**config.mk**
```make
export PLATFORM = sky130hd
export DESIGN_NAME = yuyv_to_bgr_flip_converter
export DESIGN_NICKNAME = d
export VERILOG_FILES = /design/src/rtl/ybf_pkg.sv /design/src/rtl/ybf_lane.sv /design/src/rtl/ybf_addr.sv /design/src/rtl/yuyv_to_bgr_flip_converter.sv
export SDC_FILE = /design/constraint.sdc
export NUM_CORES = 1
export LEC_CHECK = 0
export BUFFER_PORTS_ARGS = -buffer_cell sky130_fd_sc_hd__buf_2
export CAP_MARGIN = 20
export CORE_MARGIN = 2
export CORE_UTILIZATION = 54
export DETAILED_ROUTE_END_ITERATION = 10
export PLACE_DENSITY = 0.74
export SETUP_SLACK_MARGIN = 0.5
export SLEW_MARGIN = 20
export SYNTH_ARGS = -nofsm -noshare
export SYNTH_HDL_FRONTEND = slang
export SYNTH_SLANG_ARGS = --single-unit
```
**constraint.sdc**
```tcl
create_clock -name i_clk -period 7.1 [get_ports i_clk]
set_input_delay 1.42 -clock i_clk [delete_from_list [all_inputs] [get_ports i_clk]]
set_output_delay 1.42 -clock i_clk [all_outputs]
set_load 0.05 [all_outputs]
```
**src/rtl/ybf_pkg.sv**
```systemverilog
package ybf_pkg;

    localparam logic [12:0] MAX_WIDTH  = 13'd4096;
    localparam logic [12:0] MAX_HEIGHT = 13'd4096;

    localparam logic [12:0] RESET_WIDTH  = 13'd640;
    localparam logic [12:0] RESET_HEIGHT = 13'd480;

    // Configuration register indexes.
    localparam logic CFG_PIC_WIDTH  = 1'b0;
    localparam logic CFG_PIC_HEIGHT = 1'b1;

    // Chroma products are kept with 14 fractional bits.
    typedef logic signed [23:0] t_term;

    localparam t_term COEF_RV = 24'sd22970;
    localparam t_term COEF_GU = 24'sd5638;
    localparam t_term COEF_GV = 24'sd11700;
    localparam t_term COEF_BU = 24'sd29032;

    typedef struct packed {
        t_term bu;
        t_term g;
        t_term rv;
    } t_chroma_terms;

    typedef struct packed {
        logic [12:0] pic_width;
        logic [12:0] pic_height;
    } t_frame_cfg;

endpackage

```
**src/rtl/ybf_lane.sv**
```systemverilog
module ybf_lane (
    input  logic                   [7:0] i_luma,
    input  ybf_pkg::t_chroma_terms       i_terms,
    output logic                   [7:0] o_blue,
    output logic                   [7:0] o_green,
    output logic                   [7:0] o_red
);

    logic signed [24:0] base;
    logic signed [24:0] sum_b;
    logic signed [24:0] sum_g;
    logic signed [24:0] sum_r;

    // A negative sum truncates to zero or below, so the sign alone clamps it low.
    function automatic logic [7:0] clamp_sum(input logic signed [24:0] s);
        logic [7:0] v;
        if (s[24]) begin
            v = 8'd0;
        end else if (|s[23:22]) begin
            v = 8'd255;
        end else begin
            v = s[21:14];
        end
        return v;
    endfunction

    assign base  = signed'({3'b000, i_luma, 14'd0});
    assign sum_b = base + 25'(i_terms.bu);
    assign sum_g = base - 25'(i_terms.g);
    assign sum_r = base + 25'(i_terms.rv);

    assign o_blue  = clamp_sum(sum_b);
    assign o_green = clamp_sum(sum_g);
    assign o_red   = clamp_sum(sum_r);

endmodule

```
**src/rtl/ybf_addr.sv**
```systemverilog
module ybf_addr (
    input  logic                i_clk,
    input  logic                i_rst_n,
    input  logic                i_load,
    input  ybf_pkg::t_frame_cfg i_cfg,
    output logic         [22:0] o_dest_pair_index,
    output logic                o_last_of_frame
);

    logic [10:0] r_col;
    logic [11:0] r_row;
    logic [11:0] r_flip_row;
    logic [11:0] r_pairs;
    logic [10:0] r_col_eff;
    logic        r_last;

    logic [12:0] width_lim;
    logic [12:0] rows;
    logic [11:0] pairs;
    logic        last_col;
    logic        last_row;
    logic [11:0] col_eff;
    logic [12:0] row_eff;
    logic [12:0] flip_row;
    logic [23:0] prod;

    always_comb begin
        width_lim = (i_cfg.pic_width > ybf_pkg::MAX_WIDTH) ? ybf_pkg::MAX_WIDTH
                                                           : i_cfg.pic_width;
        rows      = (i_cfg.pic_height > ybf_pkg::MAX_HEIGHT) ? ybf_pkg::MAX_HEIGHT
                                                             : i_cfg.pic_height;
        pairs     = width_lim[12:1];
        if (pairs == 12'd0) begin
            pairs = 12'd1;
        end
        if (rows == 13'd0) begin
            rows = 13'd1;
        end
        last_col = (12'(r_col) + 12'd1) >= pairs;
        last_row = (13'(r_row) + 13'd1) >= rows;
        // A counter left out of range by a register write acts as the last one.
        col_eff  = last_col ? (pairs - 12'd1) : 12'(r_col);
        row_eff  = last_row ? (rows - 13'd1) : 13'(r_row);
        flip_row = rows - 13'd1 - row_eff;
    end

    always_ff @(posedge i_clk) begin
        if (!i_rst_n) begin
            r_col <= '0;
            r_row <= '0;
        end else if (i_load) begin
            if (last_col) begin
                r_col <= '0;
                r_row <= last_row ? 12'd0 : (r_row + 12'd1);
            end else begin
                r_col <= r_col + 11'd1;
            end
        end
    end

    always_ff @(posedge i_clk) begin
        if (i_load) begin
            r_flip_row <= flip_row[11:0];
            r_pairs    <= pairs;
            r_col_eff  <= col_eff[10:0];
            r_last     <= last_col && last_row;
        end
    end

    assign prod              = 24'(r_flip_row) * 24'(r_pairs);
    assign o_dest_pair_index = prod[22:0] + 23'(r_col_eff);
    assign o_last_of_frame   = r_last;

endmodule

```
**src/rtl/yuyv_to_bgr_flip_converter.sv**
```systemverilog
// YUYV macropixel to two BGR pixels with a vertically flipped pair index.
// The chroma products are registered first, then the sums in the output register.
// Throughput: one macropixel per cycle; the two-stage pipeline stalls only when
// the output register is held by the consumer.
// Reset (synchronous, active low) empties the pipeline, clears the column and
// row counters and loads width 640 and height 480.
module yuyv_to_bgr_flip_converter (
    input  logic        i_clk,
    input  logic        i_rst_n,
    input  logic        i_cfg_valid,
    output logic        o_cfg_ready,
    input  logic        i_cfg_index,
    input  logic [12:0] i_cfg_data,
    input  logic        i_valid,
    output logic        o_ready,
    input  logic  [7:0] i_luma0,
    input  logic  [7:0] i_chroma_blue,
    input  logic  [7:0] i_luma1,
    input  logic  [7:0] i_chroma_red,
    output logic        o_valid,
    input  logic        i_ready,
    output logic  [7:0] o_blue0,
    output logic  [7:0] o_green0,
    output logic  [7:0] o_red0,
    output logic  [7:0] o_blue1,
    output logic  [7:0] o_green1,
    output logic  [7:0] o_red1,
    output logic [22:0] o_dest_pair_index,
    output logic        o_last_of_frame
);

    ybf_pkg::t_frame_cfg    r_cfg;
    logic                   r_v1;
    logic                   r_v2;
    logic             [7:0] r_y0;
    logic             [7:0] r_y1;
    ybf_pkg::t_chroma_terms r_terms;
    ybf_pkg::t_chroma_terms n_terms;

    logic        [7:0] r_blue0, r_green0, r_red0;
    logic        [7:0] r_blue1, r_green1, r_red1;
    logic       [22:0] r_dest;
    logic              r_last;

    logic signed [7:0] cu;
    logic signed [7:0] cv;
    logic              adv2;
    logic              load1;
    logic        [7:0] l0_b, l0_g, l0_r;
    logic        [7:0] l1_b, l1_g, l1_r;
    logic       [22:0] dest_index;
    logic              last_pair;

    assign o_cfg_ready = 1'b1;

    always_ff @(posedge i_clk) begin
        if (!i_rst_n) begin
            r_cfg.pic_width  <= ybf_pkg::RESET_WIDTH;
            r_cfg.pic_height <= ybf_pkg::RESET_HEIGHT;
        end else if (i_cfg_valid) begin
            case (i_cfg_index)
                ybf_pkg::CFG_PIC_WIDTH:  r_cfg.pic_width  <= i_cfg_data;
                ybf_pkg::CFG_PIC_HEIGHT: r_cfg.pic_height <= i_cfg_data;
                default: ;
            endcase
        end
    end

    // The output register loads when empty or when its result is taken.
    assign adv2    = !r_v2 || i_ready;
    assign o_ready = !r_v1 || adv2;
    assign load1   = i_valid && o_ready;

    always_ff @(posedge i_clk) begin
        if (!i_rst_n) begin
            r_v1 <= 1'b0;
            r_v2 <= 1'b0;
        end else begin
            if (o_ready) begin
                r_v1 <= i_valid;
            end
            if (adv2) begin
                r_v2 <= r_v1;
            end
        end
    end

    // Offset-128 bytes become two's complement by inverting the top bit.
    assign cu = {~i_chroma_blue[7], i_chroma_blue[6:0]};
    assign cv = {~i_chroma_red[7], i_chroma_red[6:0]};

    always_comb begin
        n_terms.bu = ybf_pkg::t_term'(cu) * ybf_pkg::COEF_BU;
        n_terms.g  = ybf_pkg::t_term'(cu) * ybf_pkg::COEF_GU
                   + ybf_pkg::t_term'(cv) * ybf_pkg::COEF_GV;
        n_terms.rv = ybf_pkg::t_term'(cv) * ybf_pkg::COEF_RV;
    end

    always_ff @(posedge i_clk) begin
        if (load1) begin
            r_y0    <= i_luma0;
            r_y1    <= i_luma1;
            r_terms <= n_terms;
        end
    end

    ybf_lane u_lane0 (
        .i_luma  (r_y0),
        .i_terms (r_terms),
        .o_blue  (l0_b),
        .o_green (l0_g),
        .o_red   (l0_r)
    );

    ybf_lane u_lane1 (
        .i_luma  (r_y1),
        .i_terms (r_terms),
        .o_blue  (l1_b),
        .o_green (l1_g),
        .o_red   (l1_r)
    );

    ybf_addr u_addr (
        .i_clk             (i_clk),
        .i_rst_n           (i_rst_n),
        .i_load            (load1),
        .i_cfg             (r_cfg),
        .o_dest_pair_index (dest_index),
        .o_last_of_frame   (last_pair)
    );

    // Merge both lanes and the address into the output register.
    always_ff @(posedge i_clk) begin
        if (adv2 && r_v1) begin
            r_blue0  <= l0_b;
            r_green0 <= l0_g;
            r_red0   <= l0_r;
            r_blue1  <= l1_b;
            r_green1 <= l1_g;
            r_red1   <= l1_r;
            r_dest   <= dest_index;
            r_last   <= last_pair;
        end
    end

    assign o_valid           = r_v2;
    assign o_blue0           = r_blue0;
    assign o_green0          = r_green0;
    assign o_red0            = r_red0;
    assign o_blue1           = r_blue1;
    assign o_green1          = r_green1;
    assign o_red1            = r_red1;
    assign o_dest_pair_index = r_dest;
    assign o_last_of_frame   = r_last;

endmodule

```
==> impl_metrics.yaml, run 1 <==
placement:
  place.gp.congestion: 0.907
  hpwlAfterDp_um: 43600
  io_buffers: 124
  placed_cells: 3132
clock_network:
  cts.clk_slew.worst_paths_ps: 70
  cts_buffers: 24
  cts_sinks: 218
  hold_buffers: 0
  cts_tree: "yes"
  post_cts_buffers: 0
  ctsResizeCount: 0
  clock_path_buffers: 3
  insertion_delay_ps: 550
  cts-root-buf: "clkbuf_16"
  htreeDepth: 1
yosys:
  synth-seq-cells: 218
  synth_edf_count: 167
  synth-main-ff-cell: "edfxtp_1"
  yosysMostFrequentCell: "inv_1"
  ys.warnings.count: 0
  yosysTopAreaCellShare_pct: 21.3
  synth_cell_types: 75
  synthArstFlopShare_pct: 0
  syn_nets: 3064
  synth_area_mm2: 0.0235
  ys_seq_area_share_pct: 25.7
  synth_area_leaders: "edfxtp_1 21%, ha_1 19%, fa_1 17%"
  yosys.area.top_type: "edfxtp_1"
  syn-instance-count: 2466
  ys_top_cells_by_count: "371 x inv_1, 350 x ha_1, 261 x nand2_1, 197 x fa_1, 167 x edfxtp_1"
  syn_avg_cell_area_um2: 9.53
floorplanning:
  design.core.area_mm2: 0.0430
  rows: 76
  num_io_pins: 126
  initial_core_util_pct: 54.7
  die_w_um: 213
  die_h_um: 213
  die_area_mm2: 0.0452
grt:
  grt_pass1_vias: 17274
  grt_pass1_wl_um: 87400
  use_met1_pct: 36.2
  grt_busiest_layer: "met2"
  met3_usage_pct: 3.71
  antenna_found_initial: 2
  grt_max_degree: 73
  grt_use_met2_pct: 37.0
  grt_usage_pct: 24.2
  grt_overflow_total: 0
detailed_routing:
  drt_wl_total_um: 53200
  drtIter0Drc: 1199
  first_pass_iters: 5
  num_vias: 17532
  ant_nets: 0
  drc: 0
  vias_per_cell: 5.52
  wire_per_inst_um: 16.8
layout:
  diodes: 0
  nets: 3171
  instances_no_fill: 3176
  syn_to_final_growth_pct: 8.92
  fillers: 3698
  drive_gt1_share_pct: 7.53
setup_path:
  slowest_stage: "fa_1"
  startpoint_type: "input pin"
  path_max_fanout: 5
  slowest_delay_ps: 590
  critPathCaptureType: "register"
  crit_chain: "buf_2 -> inv_1 -> fa_1 -> ha_1 -> fa_1 -> inv_1 -> fa_1 -> inv_1 -> ha_1 -> a21boi_0 -> nor2_1 -> ha_1 -> nand2_1 -> or4_1 -> nand2_1 -> o221ai_1 -> a21oi_1 -> a211o_1 -> a21oi_1 -> xnor2_1"
  critPathArrivalTime_ps: 6650
  cp.required_ps: 7390
  crit_start: "i_chroma_red[6]"
  crit_type: "input pin to register"
  r2r_start: "u_addr.r_pairs[11]"
  r2r_setup_slack_ps: 1050
sta:
  worst_slew_pin_slew_ps: 1110
  setup_tns_ps: 0
  hold_viol_final: 0
  setup_viol_count_final: 0
  slew-limit-headroom_pct: 25.1
  max_freq_mhz: 157
  maxSlewViolCount: 0
  fin_crit_sh_pct: 89.5
  rsz0062_at_grt: "false"
  skew_ps: 11.8
  period_needed_ps: 6350
min_path:
  min_from: "u_addr.o_last_of_frame"
  hold_class: "register to register"
pwr:
  leakagePower_uw: 0.0122
  ir_drop_mv: 0.408
  power_density_mw_per_mm2: 462
run:
  drv_cap: 0
outcome:
  status: "completed"
-- final timing paths --
check	to	cells past startpoint
setup reg to reg	o_dest_pair_index[22]	18
hold reg to reg	o_last_of_frame	0
setup / recovery	r_terms[46]	20
hold / removal	o_last_of_frame	0
-- cells in the final DEF, fill, tap and decap left out, types with 20 or more instances in the layout --
cell       synthesis  layout
buf_2              2     124
o21a_1            31      31
a21boi_0          42      42
nand3_1           52      52
xnor2_1          104     104
and2_1            67      67
nor2b_1           23      22
ha_1             350     350
dfxtp_1           51      51
fa_1             197     197
and3_1            20      20
inv_1            371     370
a21o_1            41      41
a21oi_1          106     106
nand2_1          261     261
xor2_1            48      48
nor2_1           124     124
nor3_1            53      53
o21ai_0           79      79
edfxtp_1         167     167
clkbuf_16          0      24
-- kinds of logic after synthesis --
| group | Yosys count | synth area share, % |
|---|---|---|
| adder cells (fa/ha/maj) | 547 | 35.4 |
| buffers and inverters | 427 | 6.85 |
| flip-flops | 218 | 25.7 |
| other | 1 | 0.0160 |
| AND/OR/NAND/NOR | 674 | 13.6 |
| AO/OA/AOI/OAI | 433 | 12.2 |
| XOR/XNOR | 152 | 5.66 |
| multiplexers | 14 | 0.612 |
-- final cells by class --
type                            count  area [um^2]  share of cell area, %
Multi-Input combinational cell   1821        15900                   62.0
Clock buffer                       25          604                   2.36
Tap cell                          585          732                   2.86
Sequential cell                   218         6040                   23.6
Timing Repair Buffer              136          711                   2.78
Clock inverter                     19          244                  0.953
Inverter                          372         1400                   5.46
-- sequential cells by signal, summed over array words and instances (netlist names), 11 cells and up --
register / count
r_cfg: 26
u_addr.r_col: 11
u_addr.r_flip_row: 12
u_addr.r_row: 12
r_terms: 43
u_addr.r_pairs: 12
o_dest_pair_index: 23
u_addr.r_col_eff: 11
-- through the flow --
stage	area, um^2	total power, uW	setup slack [ps]	util [%]	hold WS, ps
finish	25600	11800	747	59.6	424
CTS	25600	11800	797	59.6	415
global placement	24700	10100	331	57.6	411
global route	25600	13000	517	59.6	425
detailed placement	24700	10400	240	57.6	405
floorplan	23500	8660	708	-	400
-- where the power goes --
group	total [uW]	leakage, uW	switching, uW	internal, uW
Sequential	2220	0.00202	182	2040
Combinational	8270	0.00978	4820	3440
Clock	1350	0.000400	542	805
Total	11800	0.0122	5550	6290
-- routing by layer --
| metal | wire length, um | vias to the layer above | share of wire (%) |
|---|---|---|---|
| met5 | 24 | - | 0.045 |
| met4 | 917 | 4 | 1.7 |
| met2 | 23000 | 457 | 43 |
| met1 | 26000 | 8396 | 49 |
| met3 | 3200 | 68 | 6.0 |
| li1 | - | 8607 | - |
-- critical path, delay by kind of cell --
family,cells,cell delay [ps]
buf+inv,4,470
fa+ha+maj,6,2710
compound gates,5,1060
xor+xnor,1,130
simple gates,4,870
Note: power is estimated with default switching activity, not from simulation.
==> inputs of run 2 (changes only) <==
CORE_MARGIN = 8   (was 2)
CTS_CLUSTER_DIAMETER = 120   (was default)
==> impl_metrics.yaml, run 2 (synthesized netlist as in run 1, its figures left out) <==
outcome:
  status: "completed"
setup_path:
  cp.required_ps: 7400
  critPathCaptureType: "register"
  critPathArrivalTime_ps: 6650
  startpoint_type: "input pin"
  path_max_fanout: 9
  crit_type: "input pin to register"
layout:
  final_common_cell: "inv_1"
  syn_to_final_growth_pct: 9.15
  finalInstanceArea_mm2: 0.0257
  drive_gt1_share_pct: 7.78
  largest_register_ffs: 43
  diodes: 0
  layout_common_cells: "370 x inv_1, 350 x ha_1, 261 x nand2_1"
  nets: 3176
  regMostFlops: "r_terms"
clock_network:
  cts-root-buf: "clkbuf_16"
  cts.clk_slew.worst_paths_ps: 60
  cts_buffers: 26
  clock_path_buffers: 3
  cts_tree: "yes"
  hold_buffers: 0
  htreeDepth: 1
  cts_sinks: 218
  insertion_delay_ps: 550
sta:
  worst_slew_pin_slew_ps: 1070
  period_needed_ps: 6350
  setup_tns_ps: 0
  slew-limit-headroom_pct: 27.7
  fin_crit_sh_pct: 89.4
  skew_ps: 14.5
  setup_viol_count_final: 0
  max_freq_mhz: 158
  hold_viol_final: 0
  maxSlewViolCount: 0
  rsz0062_at_grt: "true"
pwr:
  leakagePower_uw: 0.0122
  power_density_mw_per_mm2: 464
  ir_drop_mv: 0.464
placement:
  io_buffers: 124
  hpwlAfterDp_um: 44300
  place.gp.congestion: 0.902
  placed_area_mm2: 0.0248
detailed_routing:
  wire_per_inst_um: 16.9
  ant_nets: 0
  num_vias: 17431
  first_pass_iters: 5
  drc: 0
  drt_wl_total_um: 53800
  vias_per_cell: 5.48
  drtIter0Drc: 1226
grt:
  antenna_found_initial: 1
  grt_overflow_total: 0
  grt_max_degree: 71
  grt_pass1_vias: 17317
  grt_usage_pct: 21.3
  grt_pass1_wl_um: 88600
floorplanning:
  die_h_um: 225
  rows: 76
  initial_core_util_pct: 54.7
  design.core.area_mm2: 0.0430
  die_w_um: 225
  die_area_mm2: 0.0505
  num_io_pins: 126
min_path:
  hold_class: "register to register"
run:
  drv_cap: 0
run 2: metal layers:
| layer | vias up | track usage, % | routed length (um) |
|---|---|---|---|
| met5 | - | 0 | 10 |
| li1 | 8605 | - | - |
| met4 | 2 | 4.35 | 888 |
| met1 | 8326 | 31.6 | 26800 |
| met3 | 65 | 3.11 | 2920 |
| met2 | 433 | 32.9 | 23200 |
run 2: where the power goes:
part / internal, uW / switching, uW
combinational: 3480 / 4850
clock: 797 / 560
sequential: 2040 / 185
run 2: final timing paths:
kind	from	endpoint	slack, ps	depth (start not counted)
worst max-delay path	i_chroma_red[1]	r_terms[42]	750	22
worst min-delay path	u_addr.o_last_of_frame	o_last_of_frame	450	0
worst max register to register	u_addr.r_pairs[11]	o_dest_pair_index[22]	1020	18
worst min register to register	u_addr.o_last_of_frame	o_last_of_frame	450	0
run 2: what timing repair did:
action,4_1_cts,5_1_grt
setup endpoints to repair,0,6
setup buffers,0,1
gates resized for setup,0,2
run 2: worst max-delay path, cell delays in order:
cell      delay, ps
buf_2           250
inv_1           180
ha_1            360
ha_1            370
inv_1            80
fa_1            480
fa_1            510
inv_1            40
ha_1            300
nor2b_1         130
o21ai_0          90
a21boi_0        250
nor2_1          100
ha_1            400
nand2_1         100
or4_1           580
nand2_1         100
o221ai_1        220
a21oi_2         290
a21o_1          160
a21oi_1          80
xnor2_1         130
run 2: final cells by class:
class,count,area [um^2]
fill,3736,17300
multi-input combinational,1821,15900
clock buffer,30,708
tap,585,732
clock inverter,17,170
timing repair buffer,139,731
inverter,372,1400
sequential,218,6040
run 2: through the flow:
step,utilization [%],hold WS (ps),worst slack [ps],instances,total power (uW)
floorplan,-,400,708,2466,8660
global placement,57.6,433,325,3133,10200
detailed placement,57.6,436,154,3133,10400
CTS,59.6,449,730,3180,11900
global route,59.7,450,424,3182,13000
finish,59.7,445,753,3182,11900
